### src/rtl/kbrt_pkg.sv
package kbrt_pkg;

    typedef struct packed {
        logic [7:0] report_state;
        logic [7:0] raw_code;
    } kbrt_in_t;

    typedef struct packed {
        logic       key_pressed;
        logic [8:0] key_code;
        logic [6:0] ascii_value;
        logic [2:0] modifier_flags;
    } kbrt_out_t;

    // modifier request and answer between top level and mask logic
    typedef struct packed {
        logic       update;
        logic       down;
        logic [7:0] raw_code;
    } kbrt_mod_req_t;

    typedef struct packed {
        logic       is_mod;
        logic [8:0] code;
        logic [2:0] mask_new;
    } kbrt_mod_info_t;

    localparam logic [7:0] ST_PRESSED  = 8'd1;
    localparam logic [7:0] ST_HELD     = 8'd2;
    localparam logic [7:0] ST_RELEASED = 8'd3;

    localparam logic [7:0] RC_ALT      = 8'hA1;
    localparam logic [7:0] RC_LSHIFT   = 8'hA2;
    localparam logic [7:0] RC_RSHIFT   = 8'hA3;
    localparam logic [7:0] RC_CTRL     = 8'hA5;

    localparam logic [2:0] MOD_SHIFT   = 3'b001;
    localparam logic [2:0] MOD_CTRL    = 3'b010;
    localparam logic [2:0] MOD_ALT     = 3'b100;

    localparam logic [8:0] KC_RSHIFT   = 9'd303;
    localparam logic [8:0] KC_LSHIFT   = 9'd304;
    localparam logic [8:0] KC_CTRL     = 9'd305;
    localparam logic [8:0] KC_ALT      = 9'd307;
    localparam logic [8:0] KC_F1       = 9'd282;
    localparam logic [8:0] KC_F10      = 9'd291;

endpackage

### src/rtl/kbrt_key_table.sv
module kbrt_key_table
    import kbrt_pkg::*;
(
    input  logic [7:0] raw_code,
    output logic       mapped,
    output logic [8:0] key_code,
    output logic [6:0] ascii_value
);

    always_comb begin
        mapped      = 1'b1;
        key_code    = '0;
        ascii_value = '0;
        priority if (raw_code >= 8'h20 && raw_code < 8'h7F) begin
            key_code    = {1'b0, raw_code};
            ascii_value = raw_code[6:0];
        end else if (raw_code >= 8'h81 && raw_code <= 8'h89) begin
            // f1 to f9
            key_code = KC_F1 + {5'd0, raw_code[3:0]} - 9'd1;
        end else begin
            unique case (raw_code)
                8'h90: key_code = KC_F10;
                8'h08: begin key_code = 9'd8;  ascii_value = 7'd8;  end
                8'h09: begin key_code = 9'd9;  ascii_value = 7'd9;  end
                8'h0A: begin key_code = 9'd13; ascii_value = 7'd13; end
                8'hB1: begin key_code = 9'd27; ascii_value = 7'd27; end
                8'hB5: key_code = 9'd273;
                8'hB6: key_code = 9'd274;
                8'hB7: key_code = 9'd275;
                8'hB4: key_code = 9'd276;
                8'hD1: key_code = 9'd277;
                8'hD2: key_code = 9'd278;
                8'hD5: key_code = 9'd279;
                8'hD6: key_code = 9'd280;
                8'hD7: key_code = 9'd281;
                8'hD4: key_code = 9'd127;
                8'hD0: key_code = 9'd19;
                8'hC1: key_code = 9'd301;
                default: mapped = 1'b0;
            endcase
        end
    end

endmodule

### src/rtl/kbrt_modifier.sv
module kbrt_modifier
    import kbrt_pkg::*;
(
    input  logic           aclk,
    input  logic           aresetn,
    input  kbrt_mod_req_t  req,
    output kbrt_mod_info_t info
);

    logic [2:0] mask_reg;
    logic [2:0] mask_next;
    logic [2:0] mod_bit;

    always_comb begin
        info.is_mod = 1'b1;
        mod_bit     = '0;
        info.code   = '0;
        unique case (req.raw_code)
            RC_LSHIFT: begin mod_bit = MOD_SHIFT; info.code = KC_LSHIFT; end
            RC_RSHIFT: begin mod_bit = MOD_SHIFT; info.code = KC_RSHIFT; end
            RC_CTRL:   begin mod_bit = MOD_CTRL;  info.code = KC_CTRL;   end
            RC_ALT:    begin mod_bit = MOD_ALT;   info.code = KC_ALT;    end
            default:   info.is_mod = 1'b0;
        endcase
        // either shift release clears the shared shift bit
        info.mask_new = req.down ? (mask_reg | mod_bit) : (mask_reg & ~mod_bit);
        mask_next     = (req.update && info.is_mod) ? info.mask_new : mask_reg;
    end

    always_ff @(posedge aclk) begin
        if (!aresetn) begin
            mask_reg <= '0;
        end else begin
            mask_reg <= mask_next;
        end
    end

    a_mask_hold: assert property (@(posedge aclk) disable iff (!aresetn)
        !(req.update && info.is_mod) |=> $stable(mask_reg))
        else $error("modifier mask changed without a modifier item");

endmodule

### src/rtl/keyboard_report_translator_unit.sv
// each item waits in the input register until the result register can take its result
// throughput: one item per cycle while m_ready stays high, set by the input register and the result register
// items with an ignored state or an unknown keycode give no result item
// reset (aresetn low, synchronous) empties both registers and clears the modifier mask
module keyboard_report_translator_unit
    import kbrt_pkg::*;
(
    input  logic      aclk,
    input  logic      aresetn,
    input  logic      s_valid,
    output logic      s_ready,
    input  kbrt_in_t  s_data,
    output logic      m_valid,
    input  logic      m_ready,
    output kbrt_out_t m_data
);

    logic           in_valid_reg;
    logic           in_valid_next;
    kbrt_in_t       in_data_reg;
    logic           out_valid_reg;
    logic           out_valid_next;
    kbrt_out_t      out_data_reg;
    kbrt_out_t      out_data_next;

    logic           out_free;
    logic           consume;
    logic           state_ok;
    logic           down;
    logic           mapped;
    logic [8:0]     tbl_code;
    logic [6:0]     tbl_ascii;
    logic           result_ok;
    kbrt_mod_req_t  mod_req;
    kbrt_mod_info_t mod_info;

    kbrt_key_table u_key_table (
        .raw_code    (in_data_reg.raw_code),
        .mapped      (mapped),
        .key_code    (tbl_code),
        .ascii_value (tbl_ascii)
    );

    kbrt_modifier u_modifier (
        .aclk    (aclk),
        .aresetn (aresetn),
        .req     (mod_req),
        .info    (mod_info)
    );

    always_comb begin
        out_free = !out_valid_reg || m_ready;
        s_ready  = !in_valid_reg || out_free;
        consume  = in_valid_reg && out_free;

        state_ok = (in_data_reg.report_state == ST_PRESSED) ||
                   (in_data_reg.report_state == ST_HELD) ||
                   (in_data_reg.report_state == ST_RELEASED);
        down     = (in_data_reg.report_state != ST_RELEASED);

        mod_req.update   = consume && state_ok;
        mod_req.down     = down;
        mod_req.raw_code = in_data_reg.raw_code;

        result_ok = state_ok && (mod_info.is_mod || mapped);

        out_data_next.key_pressed    = down;
        out_data_next.key_code       = mod_info.is_mod ? mod_info.code : tbl_code;
        out_data_next.ascii_value    = mod_info.is_mod ? 7'd0 : tbl_ascii;
        out_data_next.modifier_flags = mod_info.mask_new;

        in_valid_next  = s_ready ? s_valid : in_valid_reg;
        out_valid_next = out_free ? (in_valid_reg && result_ok) : out_valid_reg;
    end

    always_ff @(posedge aclk) begin
        if (!aresetn) begin
            in_valid_reg  <= 1'b0;
            out_valid_reg <= 1'b0;
        end else begin
            in_valid_reg  <= in_valid_next;
            out_valid_reg <= out_valid_next;
        end
    end

    always_ff @(posedge aclk) begin
        if (s_valid && s_ready) begin
            in_data_reg <= s_data;
        end
        if (consume && result_ok) begin
            out_data_reg <= out_data_next;
        end
    end

    assign m_valid = out_valid_reg;
    assign m_data  = out_data_reg;

    a_shift_flag: assert property (@(posedge aclk) disable iff (!aresetn)
        (m_valid && (m_data.key_code == KC_LSHIFT || m_data.key_code == KC_RSHIFT))
        |-> (m_data.modifier_flags[0] == m_data.key_pressed))
        else $error("shift item with wrong shift flag");

    a_ctrl_flag: assert property (@(posedge aclk) disable iff (!aresetn)
        (m_valid && m_data.key_code == KC_CTRL)
        |-> (m_data.modifier_flags[1] == m_data.key_pressed))
        else $error("ctrl item with wrong ctrl flag");

    a_alt_flag: assert property (@(posedge aclk) disable iff (!aresetn)
        (m_valid && m_data.key_code == KC_ALT)
        |-> (m_data.modifier_flags[2] == m_data.key_pressed))
        else $error("alt item with wrong alt flag");

    a_ascii_code: assert property (@(posedge aclk) disable iff (!aresetn)
        (m_valid && m_data.ascii_value != 7'd0)
        |-> (m_data.key_code == {2'b00, m_data.ascii_value}))
        else $error("ascii value disagrees with key code");

    a_drop: assert property (@(posedge aclk) disable iff (!aresetn)
        (consume && !result_ok) |=> (m_valid == 1'b0))
        else $error("result item from an item that gives none");

endmodule
### config.mk
export PLATFORM = sky130hd
export DESIGN_NAME = keyboard_report_translator_unit
export DESIGN_NICKNAME = d
export VERILOG_FILES = /design/src/rtl/kbrt_pkg.sv /design/src/rtl/kbrt_key_table.sv /design/src/rtl/kbrt_modifier.sv /design/src/rtl/keyboard_report_translator_unit.sv
export SDC_FILE = /design/constraint.sdc
export NUM_CORES = 1
export LEC_CHECK = 0
export BUFFER_PORTS_ARGS = -buffer_cell sky130_fd_sc_hd__clkbuf_2
export CAP_MARGIN = 0
export CORE_MARGIN = 2
export CORE_UTILIZATION = 40
export CTS_CLUSTER_SIZE = 28
export DETAILED_ROUTE_END_ITERATION = 7
export GPL_ROUTABILITY_DRIVEN = 0
export SLEW_MARGIN = 20
export SYNTH_ARGS = -nofsm -noshare
export SYNTH_HDL_FRONTEND = slang
export SYNTH_SLANG_ARGS = --single-unit
### constraint.sdc
create_clock -name aclk -period 3.02 [get_ports aclk]
set_input_delay 0.453 -clock aclk [delete_from_list [all_inputs] [get_ports aclk]]
set_output_delay 0.453 -clock aclk [all_outputs]
set_load 0.02 [all_outputs]
==> parameters.txt, run 1 <==
Parameter                              Value

GRT
  Residual overflow from global routing ... 0
  Vias in the first global route ... roughly 1500
  Largest net degree at the start of global routing ... 22
  Initial antenna violation count ... 0
  First-pass GRT wire length ... 7470 um
  Overall fraction of global-route tracks in use ... 15.4%

Routing
  Via/cell ratio ... roughly 5.5
  Wirelength, routed ... 4530 um
  Average wire length per cell after detail routing ... 14.6 um
  Vias ... 1686
  Iteration-0 DRC Markers ... approximately 200
  Remaining antenna violation count after routing ... 0
  Detailed-route DRC error count ... 0
  Total iterations of the first detailed-routing run ... 5

Min path
  Startpoint of the lowest-slack hold path ... s_data[12]
  Worst Hold Path Cells ... 1
  HP Class ... input port to flip-flop
  Hold Path End ... in_data_reg[12]

Layout
  Post-route core utilization ... 48.2%
  Antenna Cells ... 0
  Register cell area after layout ... 1180 um2
  Multi-input gate area ... 982 um2
  Ratio of cells with drive above 1 in the final layout ... 29.5%
  Syn-to-layout area delta ... 16.8%
  NumNets Final ... around 260
  Number of flip-flops in the largest register ... 20
  FILL cells ... 529

Job
  Total of max-cap violations ... 0

Setup path
  Reg-to-reg setup timing slack ... 0.50 ns
  Reg-to-Reg Start ... in_data_reg[1]
  CP Capture Type ... flip-flop
  Cell count of the worst reg-to-reg path ... 7
  Critical Setup Path Class ... flip-flop to flip-flop
  Terminus of the critical flop-to-flop path ... m_data[3]
  Required arrival time at the worst endpoint ... approximately 3 ns
  CP startpoint kind ... flip-flop
  Worst EP arrival ... 2.53 ns
  Biggest fanout along the worst timing path ... 21

Synthesis
  EDFF count, synth ... 36
  Part of the Yosys area used for sequential elements ... around 52%
  Post-synthesis cell type with the largest combined area ... sky130_fd_sc_hd__edfxtp_1
  Most frequent cell after synthesis ... sky130_fd_sc_hd__edfxtp_1
  Top area cells in the synthesized netlist ... sky130_fd_sc_hd__edfxtp_1 (48%), sky130_fd_sc_hd__dfxtp_1 (4.4%), sky130_fd_sc_hd__ha_1 (3.3%), sky130_fd_sc_hd__nand3b_1 (2.7%), sky130_fd_sc_hd__buf_2 (2.2%)
  Post-synthesis register bit count ... 41
  Post-synth top flop ... sky130_fd_sc_hd__edfxtp_1
  Async S/R FF share, synth ... 0%
  Post-synthesis instance area ... 2260 um2
  Number of standard cells after synthesis ... 192
  Yosys top cell area share ... between 40 and 50%
  Number of warnings reported in the yosys synthesis log ... 0
  Commonest cells post-synth ... sky130_fd_sc_hd__edfxtp_1 (36), sky130_fd_sc_hd__buf_2 (10), sky130_fd_sc_hd__nor2_1 (10), sky130_fd_sc_hd__nand3b_1 (8)
  Number of nets produced by synthesis ... 218
  Avg Cell Area, Syn ... around 12 um2
  Count of cell types in the netlist ... 56

Clocking
  Later-pin clock latency in the skew report ... 0.30 ns
  Clock tree from TritonCTS ... yes
  Clock tree root driver cell ... sky130_fd_sc_hd__clkbuf_8
  Deepest level of the CTS H-tree ... 2
  Clock slew at reported path FFs ... 0.07 ns
  Count of buffers added by post-CTS timing repair for setup ... 0
  Hold buffers post-CTS ... 0
  TritonCTS buffer count ... 5
  Number of buffers on the longest clock path ... 2
  Clock sink count ... 41
  Number of cells upsized or downsized after cts ... 0

Floorplan
  Core box area ... 5470 um2
  Die Height ... 79.1 um
  Initial cell density of the core ... 41.3%
  Top-level I/O count ... 42
  Width of the die ... roughly 79 um
  Die Outline Area ... around 6300 um2
  Placement Rows ... 27

Timing
  Worst clock skew ... 0.00808 ns
  Fin. max-slew vios ... 0
  Relative slew slack ... 54.5%
  Number of setup violations in the final report ... 0
  Accumulated negative setup slack ... 0 ns
  Post-layout minimum cycle time ... 2.52 ns
  Unrepaired setup endpoints after global routing ... no
  Total count of hold-check failures in the final report ... 0
  Share of the cycle needed by the critical path after routing ... 83.4%
  Actual slew at the worst max-slew pin ... 0.683 ns
  Maximum frequency from static timing analysis ... 0.397 GHz

Outcome
  Status ... complete, no violations

Place
  Number of buffers inserted by port buffering ... 41
  Hpwl dp ... between 3000 and 4000 um

Power and ir drop
  Maximum VDD drop ... 0.223 mV
  Overall power ... 1.16 mW
  Pwr/cell area ... 439 nW/um2
  Leakage power ... 1.04 nW
-- power breakdown --
group,internal (mW),switching [mW],leakage [nW]
combinational,0.0668,0.0807,0.590
clock,0.162,0.182,0.0422
sequential,0.639,0.0287,0.405
-- kinds of logic after synthesis --
logic type	share of synthesized area [%]
compound gates	16.7
flops	52.3
buf+inv	4.21
simple gates	20.1
other cells	0.166
xor+xnor	0.388
mux	2.83
fa+ha+maj	3.32
-- per-layer routing --
metal / part of all wire [%] / GRT usage [%]
met1: 46 / 21.4
met2: 44 / 23.3
met3: 7.2 / 3.86
met4: 2.1 / 5.34
met5: 0 / 0
-- worst max-delay path, stage by stage, from the launching register on --
cell and delay [ns]:
sky130_fd_sc_hd__edfxtp_1 0.49, sky130_fd_sc_hd__inv_1 0.16, sky130_fd_sc_hd__ha_1 0.36, sky130_fd_sc_hd__nand3b_1 0.11
sky130_fd_sc_hd__a2111oi_0 0.53, sky130_fd_sc_hd__or2_1 0.21, sky130_fd_sc_hd__o41a_1 0.19, sky130_fd_sc_hd__buf_12 0.18
-- cell usage in the layout (no fill, tap or decap), drive strengths merged, types with 2 or more instances in the layout --
| master | synthesis | layout |
|---|---|---|
| nand4 | 3 | 3 |
| inv | 7 | 7 |
| ha | 6 | 6 |
| a211o | 2 | 2 |
| edfxtp | 36 | 36 |
| o211ai | 3 | 3 |
| a221o | 2 | 2 |
| nand4b | 3 | 3 |
| a21o | 5 | 5 |
| nand3b | 8 | 8 |
| a21oi | 7 | 7 |
| o31ai | 2 | 2 |
| a221oi | 3 | 3 |
| dfxtp | 5 | 5 |
| nand3 | 4 | 4 |
| and2 | 3 | 3 |
| o21a | 2 | 2 |
| o21ai | 7 | 7 |
| clkbuf | 0 | 48 |
| nor3 | 7 | 7 |
| or2 | 6 | 6 |
| nand2 | 6 | 6 |
| mux2 | 3 | 3 |
| buf | 12 | 8 |
| nand2b | 4 | 4 |
| a2111oi | 3 | 3 |
| o21bai | 2 | 2 |
| nor2b | 6 | 6 |
| mux2i | 3 | 3 |
| nor4 | 5 | 5 |
| nor2 | 10 | 10 |
-- through the flow --
step,instances,hold slack [ns],cell area (um2),setup WS [ns]
global route,309,0.319,2640,0.324
floorplan,192,0.477,2260,0.498
finish,309,0.327,2640,0.500
global placement,301,0.496,2560,0.571
detailed placement,301,0.503,2560,0.491
CTS,309,0.326,2640,0.496
-- area by class of cell --
type	instances	area share [%]
clock buffer	7	2.89
clock inverter	1	0.190
inverter	7	0.996
multi-input combinational	132	37.2
sequential	41	44.8
tap	72	3.41
timing repair buffer	49	10.5
-- how the worst max path moves through the flow --
stage,from,to,cells past startpoint
5_1_grt,in_data_reg[1],m_data[4],7
4_1_cts,in_data_reg[1],m_data[4],7
6_report,in_data_reg[1],m_data[3],7
3_5_place_dp,in_data_reg[1],m_data[3],7
2_1_floorplan,in_data_reg[1],m_data[0],6
3_3_place_gp,in_data_reg[1],m_data[3],7
(Power assumes the default switching activity.)
==> run 2: changes to the inputs <==
- clock period: 3.02 -> 2.1 ns (I/O delays scaled with it)
==> run 2 against run 1 <==
Total power is 56% higher. The run now ends with setup timing left. Largest cell class is now multi-input gates. Maximum frequency is 9.1% higher. Cell count is 16% higher. Flip-flop and latch count stayed put. Hold slack worse by 0.13 ns.
==> parameters.txt, run 2 (synthesized netlist as in run 1, its figures left out) <==
Parameter                              Value

Setup path
  Cell count of the worst reg-to-reg path ... 6 (was 7)
  Reg-to-reg setup timing slack ... -0.21 ns (was 0.50 ns)
  Reg-to-Reg Start ... in_data_reg[0] (was in_data_reg[1])
  Family with the most delay on the worst path ... compound AO/OA/AOI/OAI gates (unchanged)
  Worst EP arrival ... 2.35 ns (was 2.53 ns)
  CP Capture Type ... flip-flop (unchanged)
  Critical Setup Path Class ... flip-flop to flip-flop (unchanged)
  Critical Path Max Stage Delay ... 0.51 ns (was 0.53 ns)
  Biggest fanout along the worst timing path ... 5 (was 21)
  CP startpoint kind ... flip-flop (unchanged)
  Crit-path cells ... buf_4 -> ha_4 -> or3_4 -> a21o_4 -> buf_12 -> o41a_4 (was inv_1 -> ha_1 -> nand3b_1 -> a2111oi_0 -> or2_1 -> o41a_1 -> buf_12)
  Critical path buffers and inverters ... 2 (unchanged)
  Slowest-stage cell, CP ... sky130_fd_sc_hd__edfxtp_1 (was sky130_fd_sc_hd__a2111oi_0)
  Terminus of the critical flop-to-flop path ... m_data[1] (was m_data[3])
  Required arrival time at the worst endpoint ... 2.14 ns (was 3.03 ns)

Routing
  Iteration-0 DRC Markers ... 247 (was 198)
  Average wire length per cell after detail routing ... 15.1 um (was 14.6 um)
  Vias ... 1909 (was 1686)
  Sum of met3 wire segment lengths after detailed routing ... 418 um (was 325 um)
  Top layer reached by signal wires ... met4 (unchanged)
  Total iterations of the first detailed-routing run ... 4 (was 5)
  Via/cell ratio ... 5.33 (was 5.46)
  Detailed-route DRC error count ... 0 (unchanged)
  Met2 Wirelength ... 2560 um (was 2010 um)
  Wirelength, routed ... 5420 um (was 4530 um)
  Wl on met1 ... 2410 um (was 2090 um)
  Remaining antenna violation count after routing ... 0 (unchanged)

Layout
  Antenna Cells ... 0 (unchanged)
  Syn-to-layout area delta ... 42.3% (was 16.8%)
  Number of flip-flops in the largest register ... 20 (unchanged)
  Register cell area after layout ... 1180 um2 (unchanged)
  Ratio of cells with drive above 1 in the final layout ... 49.7% (was 29.5%)
  FILL cells ... 475 (was 529)
  NumNets Final ... 311 (was 262)
  Most common cell after layout, fill and taps aside ... sky130_fd_sc_hd__buf_4 (was sky130_fd_sc_hd__clkbuf_2)
  Multi-input gate area ... 1180 um2 (was 982 um2)
  Commonest non-fill, non-tap cells in the layout ... sky130_fd_sc_hd__buf_4 (49), sky130_fd_sc_hd__clkbuf_2 (41), sky130_fd_sc_hd__edfxtp_1 (36) (was sky130_fd_sc_hd__clkbuf_2 (41), sky130_fd_sc_hd__edfxtp_1 (36), sky130_fd_sc_hd__nor2_1 (10))

Floorplan
  Width of the die ... 79.1 um (unchanged)
  Die Outline Area ... 6260 um2 (unchanged)
  Die Height ... 79.1 um (unchanged)
  Initial cell density of the core ... 41.3% (unchanged)
  Core box area ... 5470 um2 (unchanged)
  Top-level I/O count ... 42 (unchanged)
  Placement Rows ... 27 (unchanged)

Clocking
  Clock tree from TritonCTS ... yes (unchanged)
  TritonCTS buffer count ... 5 (unchanged)
  Clock sink count ... 41 (unchanged)
  Hold buffers post-CTS ... 0 (unchanged)
  Clock tree root driver cell ... sky130_fd_sc_hd__clkbuf_8 (unchanged)
  Deepest level of the CTS H-tree ... 2 (unchanged)
  Clock slew at reported path FFs ... 0.08 ns (was 0.07 ns)
  Number of buffers on the longest clock path ... 2 (unchanged)
  Later-pin clock latency in the skew report ... 0.29 ns (was 0.30 ns)

Power and ir drop
  Maximum VDD drop ... 0.441 mV (was 0.223 mV)
  Pwr/cell area ... 561 nW/um2 (was 439 nW/um2)
  Overall power ... 1.80 mW (was 1.16 mW)
  Leakage power ... 1.30 nW (was 1.04 nW)

Timing
  Share of the cycle needed by the critical path after routing ... 110% (was 83.4%)
  Post-Route Hold Slack ... 0.201 ns (was 0.327 ns)
  Worst clock skew ... 0.00600 ns (was 0.00808 ns)
  Unrepaired setup endpoints after global routing ... yes (was no)
  Post-layout minimum cycle time ... 2.31 ns (was 2.52 ns)
  Number of setup violations in the final report ... 24 (was 0)
  Actual slew at the worst max-slew pin ... 0.647 ns (was 0.683 ns)
  Maximum frequency from static timing analysis ... 0.433 GHz (was 0.397 GHz)
  Relative slew slack ... 56.9% (was 54.5%)
  Total count of hold-check failures in the final report ... 0 (unchanged)
  Fin. max-slew vios ... 0 (unchanged)
  Slack of the critical path ... -0.211 ns (was 0.500 ns)

GRT
  First-pass GRT wire length ... 8580 um (was 7470 um)
  Vias in the first global route ... 1722 (was 1531)
  Initial antenna violation count ... 0 (unchanged)
  Largest net degree at the start of global routing ... 17 (was 22)
  Overall fraction of global-route tracks in use ... 17.8% (was 15.4%)
  Residual overflow from global routing ... 0 (unchanged)

Min path
  Worst Hold Path Cells ... 1 (unchanged)
  Hold Path End ... in_data_reg[10] (was in_data_reg[12])
  Startpoint of the lowest-slack hold path ... s_data[10] (was s_data[12])
  HP Class ... input port to flip-flop (unchanged)

Outcome
  Violations in the final reports ... setup timing
  Status ... finished, violations left (was complete, no violations)

Place
  Number of buffers inserted by port buffering ... 41 (unchanged)
  Pre-CTS setup slack ... -0.296 ns (was 0.491 ns)
  Hpwl dp ... 3670 um (was 3240 um)

Job
  Total of max-cap violations ... 0 (unchanged)
run 2: worst reg2reg max path: cells and delay by family, from the launching register on:
family	cells	cell delay, ns
buffers and inverters	2	0.33
AOI/OAI and AO/OA	2	0.71
adders and majority gates	1	0.16
DFF	1	0.51
and+or+nand+nor	1	0.36
run 2: timing repair:
item	in CTS	in global routing
setup buffers	3	13
resized for setup	15	16
pin swaps	5	12
cloned	2	1
hold endpoints to repair	0	0
endpoints found under the setup margin	23	31
run 2: cell type report:
type | instances | area share, %
multi-input combinational | 135 | 36.8
sequential | 41 | 36.8
timing repair buffer | 95 | 20.1
tap | 72 | 2.80
clock buffer | 5 | 2.14
inverter | 7 | 0.818
clock inverter | 3 | 0.545
run 2: routing by layer:
metal,vias to the layer above,GRT usage (%)
met4,0,5.00
met2,74,27.7
met1,901,25.3
met3,4,3.64
met5,-,0
li1,930,-
run 2: metrics by stage:
step	utilization [%]	cells	instance area [um2]	TNS (ns)
after floorplan	-	192	2280	-3.09
after global placement	51.4	332	2810	-3.92
after detailed placement	51.4	332	2810	-6.37
after CTS	55.3	345	3020	-2.60
after global routing	58.7	358	3210	-5.33
final	58.7	358	3210	-3.54
run 2: worst max path at each step:
stage | to | from | cells past startpoint | slack, ns
2_1_floorplan | m_valid | in_data_reg[0] | 6 | -0.17
3_3_place_gp | m_valid | in_data_reg[0] | 7 | -0.21
3_5_place_dp | m_data[4] | in_data_reg[0] | 6 | -0.30
4_1_cts | m_valid | in_data_reg[0] | 7 | -0.15
5_1_grt | m_data[17] | in_data_reg[0] | 6 | -0.24
6_report | m_data[1] | in_data_reg[0] | 6 | -0.21
run 2: where the power goes:
part / internal (mW) / total [mW] / switching, mW / leakage, nW
Combinational: 0.185 / 0.367 / 0.182 / 0.846
Sequential: 0.918 / 0.940 / 0.0217 / 0.405
Clock: 0.229 / 0.497 / 0.268 / 0.0439
==> run 3: changes to the inputs <==
- CTS_CLUSTER_DIAMETER: default -> 80
- REMOVE_ABC_BUFFERS: default -> 1
- SLEW_MARGIN: 20 -> default
==> run 3 against run 2 <==
The flow still finishes with violations (setup timing). Clock power increased by 32%. Combinational power down 14%. Critical path depth is 2 higher. Clock-buffer cell count grew 2. Hold slack lost 0.013 ns. Global-route usage shrank 0.86 points. Cell count fell by 3.6%. Die area is the same. Worst setup slack improved by 0.068 ns.
==> parameters.txt, run 3 (synthesized netlist as in run 1, its figures left out) <==
Parameter                              Value

Outcome
  Status ... finished, violations left (unchanged)
  Violations in the final reports ... setup timing (unchanged)

Timing
  Total count of hold-check failures in the final report ... 0 (unchanged)
  Actual slew at the worst max-slew pin ... 0.657 ns (was 0.647 ns)
  Slack of the critical path ... -0.143 ns (was -0.211 ns)
  Accumulated negative setup slack ... -2.17 ns (was -3.54 ns)
  Unrepaired setup endpoints after global routing ... yes (unchanged)
  Number of setup violations in the final report ... 22 (was 24)
  Post-layout minimum cycle time ... 2.24 ns (was 2.31 ns)
  Maximum frequency from static timing analysis ... 0.446 GHz (was 0.433 GHz)
  Worst clock skew ... 0.00583 ns (was 0.00600 ns)
  Fin. max-slew vios ... 0 (unchanged)
  Share of the cycle needed by the critical path after routing ... 107% (was 110%)
  Relative slew slack ... 56.2% (was 56.9%)

Clocking
  TritonCTS buffer count ... 5 (unchanged)
  Clock tree root driver cell ... sky130_fd_sc_hd__clkbuf_8 (unchanged)
  Clock tree from TritonCTS ... yes (unchanged)
  Deepest level of the CTS H-tree ... 2 (unchanged)
  Clock sink count ... 41 (unchanged)
  Clock slew at reported path FFs ... 0.08 ns (about the same)
  Number of buffers on the longest clock path ... 2 (unchanged)
  Later-pin clock latency in the skew report ... 0.30 ns (was 0.29 ns)

Setup path
  Reg-to-reg setup timing slack ... -0.14 ns (was -0.21 ns)
  Worst EP arrival ... 2.30 ns (was 2.35 ns)
  Critical Setup Path Class ... flip-flop to flip-flop (unchanged)
  Biggest fanout along the worst timing path ... 4 (was 5)
  Required arrival time at the worst endpoint ... 2.15 ns (was 2.14 ns)
  CP Capture Type ... flip-flop (unchanged)
  CP startpoint kind ... flip-flop (unchanged)

Floorplan
  Width of the die ... 79.1 um (unchanged)
  Placement Rows ... 27 (unchanged)
  Die Height ... 79.1 um (unchanged)
  Die Outline Area ... 6260 um2 (unchanged)
  Core box area ... 5470 um2 (unchanged)
  Top-level I/O count ... 42 (unchanged)
  Initial cell density of the core ... 41.3% (unchanged)

GRT
  Met2 routing resource usage after global routing ... 26.1% (was 27.7%)
  First-pass GRT wire length ... 8030 um (was 8580 um)
  Overall fraction of global-route tracks in use ... 16.9% (was 17.8%)
  Residual overflow from global routing ... 0 (unchanged)
  Vias in the first global route ... 1635 (was 1722)
  GRT met3 Usage ... 4.43% (was 3.64%)
  Largest net degree at the start of global routing ... 22 (was 17)
  Initial antenna violation count ... 0 (unchanged)
  Met1 global-route usage ... 22.8% (was 25.3%)
  Gr busiest metal ... met2 (unchanged)

Layout
  Cell Count, Final, Fillers Out ... 345 (was 358)
  Commonest non-fill, non-tap cells in the layout ... sky130_fd_sc_hd__clkbuf_2 (42), sky130_fd_sc_hd__buf_4 (40), sky130_fd_sc_hd__edfxtp_1 (36) (was sky130_fd_sc_hd__buf_4 (49), sky130_fd_sc_hd__clkbuf_2 (41), sky130_fd_sc_hd__edfxtp_1 (36))
  Antenna Cells ... 0 (unchanged)
  Ratio of cells with drive above 1 in the final layout ... 43.2% (was 49.7%)
  Syn-to-layout area delta ... 34.2% (was 42.3%)
  NumNets Final ... 298 (was 311)
  Post-route core utilization ... 55.4% (was 58.7%)
  Number of flip-flops in the largest register ... 20 (unchanged)
  Most common cell after layout, fill and taps aside ... sky130_fd_sc_hd__clkbuf_2 (was sky130_fd_sc_hd__buf_4)

Power and ir drop
  Fraction of power consumed by combinational cells ... 16.6% (was 20.3%)
  Part of the power in registers ... 49.1% (was 52.1%)
  Net switching power figure ... 0.451 mW (was 0.471 mW)
  Maximum VDD drop ... 0.452 mV (was 0.441 mV)
  Switching portion of total power ... 23.6% (was 26.1%)
  P_int ... 1.46 mW (was 1.33 mW)
  Clock network fraction of design power ... 34.3% (was 27.6%)
  Leakage power ... 1.24 nW (was 1.30 nW)
  Pwr/cell area ... 630 nW/um2 (was 561 nW/um2)

Routing
  Via/cell ratio ... 5.17 (was 5.33)
  Average wire length per cell after detail routing ... 14.4 um (was 15.1 um)
  Detailed-route DRC error count ... 0 (unchanged)
  Wirelength, routed ... 4980 um (was 5420 um)
  Total iterations of the first detailed-routing run ... 4 (unchanged)
  Remaining antenna violation count after routing ... 0 (unchanged)
  Iteration-0 DRC Markers ... 131 (was 247)
  Vias ... 1785 (was 1909)

Place
  # placed instances ... 330 (was 332)
  Pre-CTS setup slack ... -0.279 ns (was -0.296 ns)
  Hpwl dp ... 3650 um (was 3670 um)
  Number of buffers inserted by port buffering ... 41 (unchanged)

Min path
  HP Class ... input port to flip-flop (unchanged)

Job
  Total of max-cap violations ... 0 (unchanged)
run 3: changes by cell type in the layout (fill, tap and decap cells not counted), moves of 2 or more:
cell,before,now
sky130_fd_sc_hd__buf_4,49,40
sky130_fd_sc_hd__o41a_4,4,0
sky130_fd_sc_hd__ha_1,0,3
sky130_fd_sc_hd__clkinv_2,2,0
sky130_fd_sc_hd__ha_2,3,1
run 3: layout make-up:
type,count,area (um2)
fill,478,2440
sequential,41,1180
multi-input combinational,132,1060
timing repair buffer,85,553
tap,72,90.1
clock buffer,7,86.3
clock inverter,1,30.0
inverter,7,26.3
run 3: worst paths after layout:
path                          startpoint  depth (start not counted)                      to
setup / recovery          in_data_reg[0]                          8              m_data[12]
hold / removal                 s_data[9]                          1          in_data_reg[9]
setup reg to reg          in_data_reg[0]                          8              m_data[12]
hold reg to reg   u_modifier.mask_reg[1]                          2  u_modifier.mask_reg[1]
run 3: through the flow:
stage	instance area [um2]	power [mW]	hold slack [ns]
floorplan	2190	1.11	0.414
global placement	2780	1.24	0.492
detailed placement	2780	1.24	0.494
CTS	2970	1.90	0.182
global route	3030	1.99	0.177
finish	3030	1.91	0.188
run 3: power groups by stage:
stage	sequential, mW	combinational [mW]	clock (mW)
2_1_floorplan	0.972	0.138	0
3_3_place_gp	0.955	0.284	0
3_5_place_dp	0.957	0.282	0
4_1_cts	0.939	0.299	0.666
5_1_grt	0.942	0.345	0.703
6_report	0.938	0.317	0.655
run 3: critical path, stage by stage (launching register included):
cell	delay (ns)
sky130_fd_sc_hd__edfxtp_1	0.47
sky130_fd_sc_hd__buf_6	0.16
sky130_fd_sc_hd__ha_4	0.17
sky130_fd_sc_hd__nor4b_4	0.30
sky130_fd_sc_hd__a2111oi_4	0.08
sky130_fd_sc_hd__buf_4	0.18
sky130_fd_sc_hd__a2111oi_4	0.29
sky130_fd_sc_hd__a221oi_2	0.09
sky130_fd_sc_hd__a221o_1	0.27
run 3: per-layer routing:
metal / wire, um / share of wire (%) / vias up
li1: - / - / 894
met1: 2410 / 48 / 826
met2: 2220 / 44 / 52
met3: 238 / 4.8 / 13
met4: 118 / 2.4 / 0
met5: 0 / 0 / -
run 3: what timing repair did:
| action | 4_1_cts | 5_1_grt |
|---|---|---|
| resized for setup | 11 | 9 |
| buffers inserted | 5 | 3 |
| setup endpoints to repair | 23 | 28 |
| pin swaps | 1 | 8 |
| hold endpoints to repair | 0 | 0 |
| hold buffers | 0 | 0 |
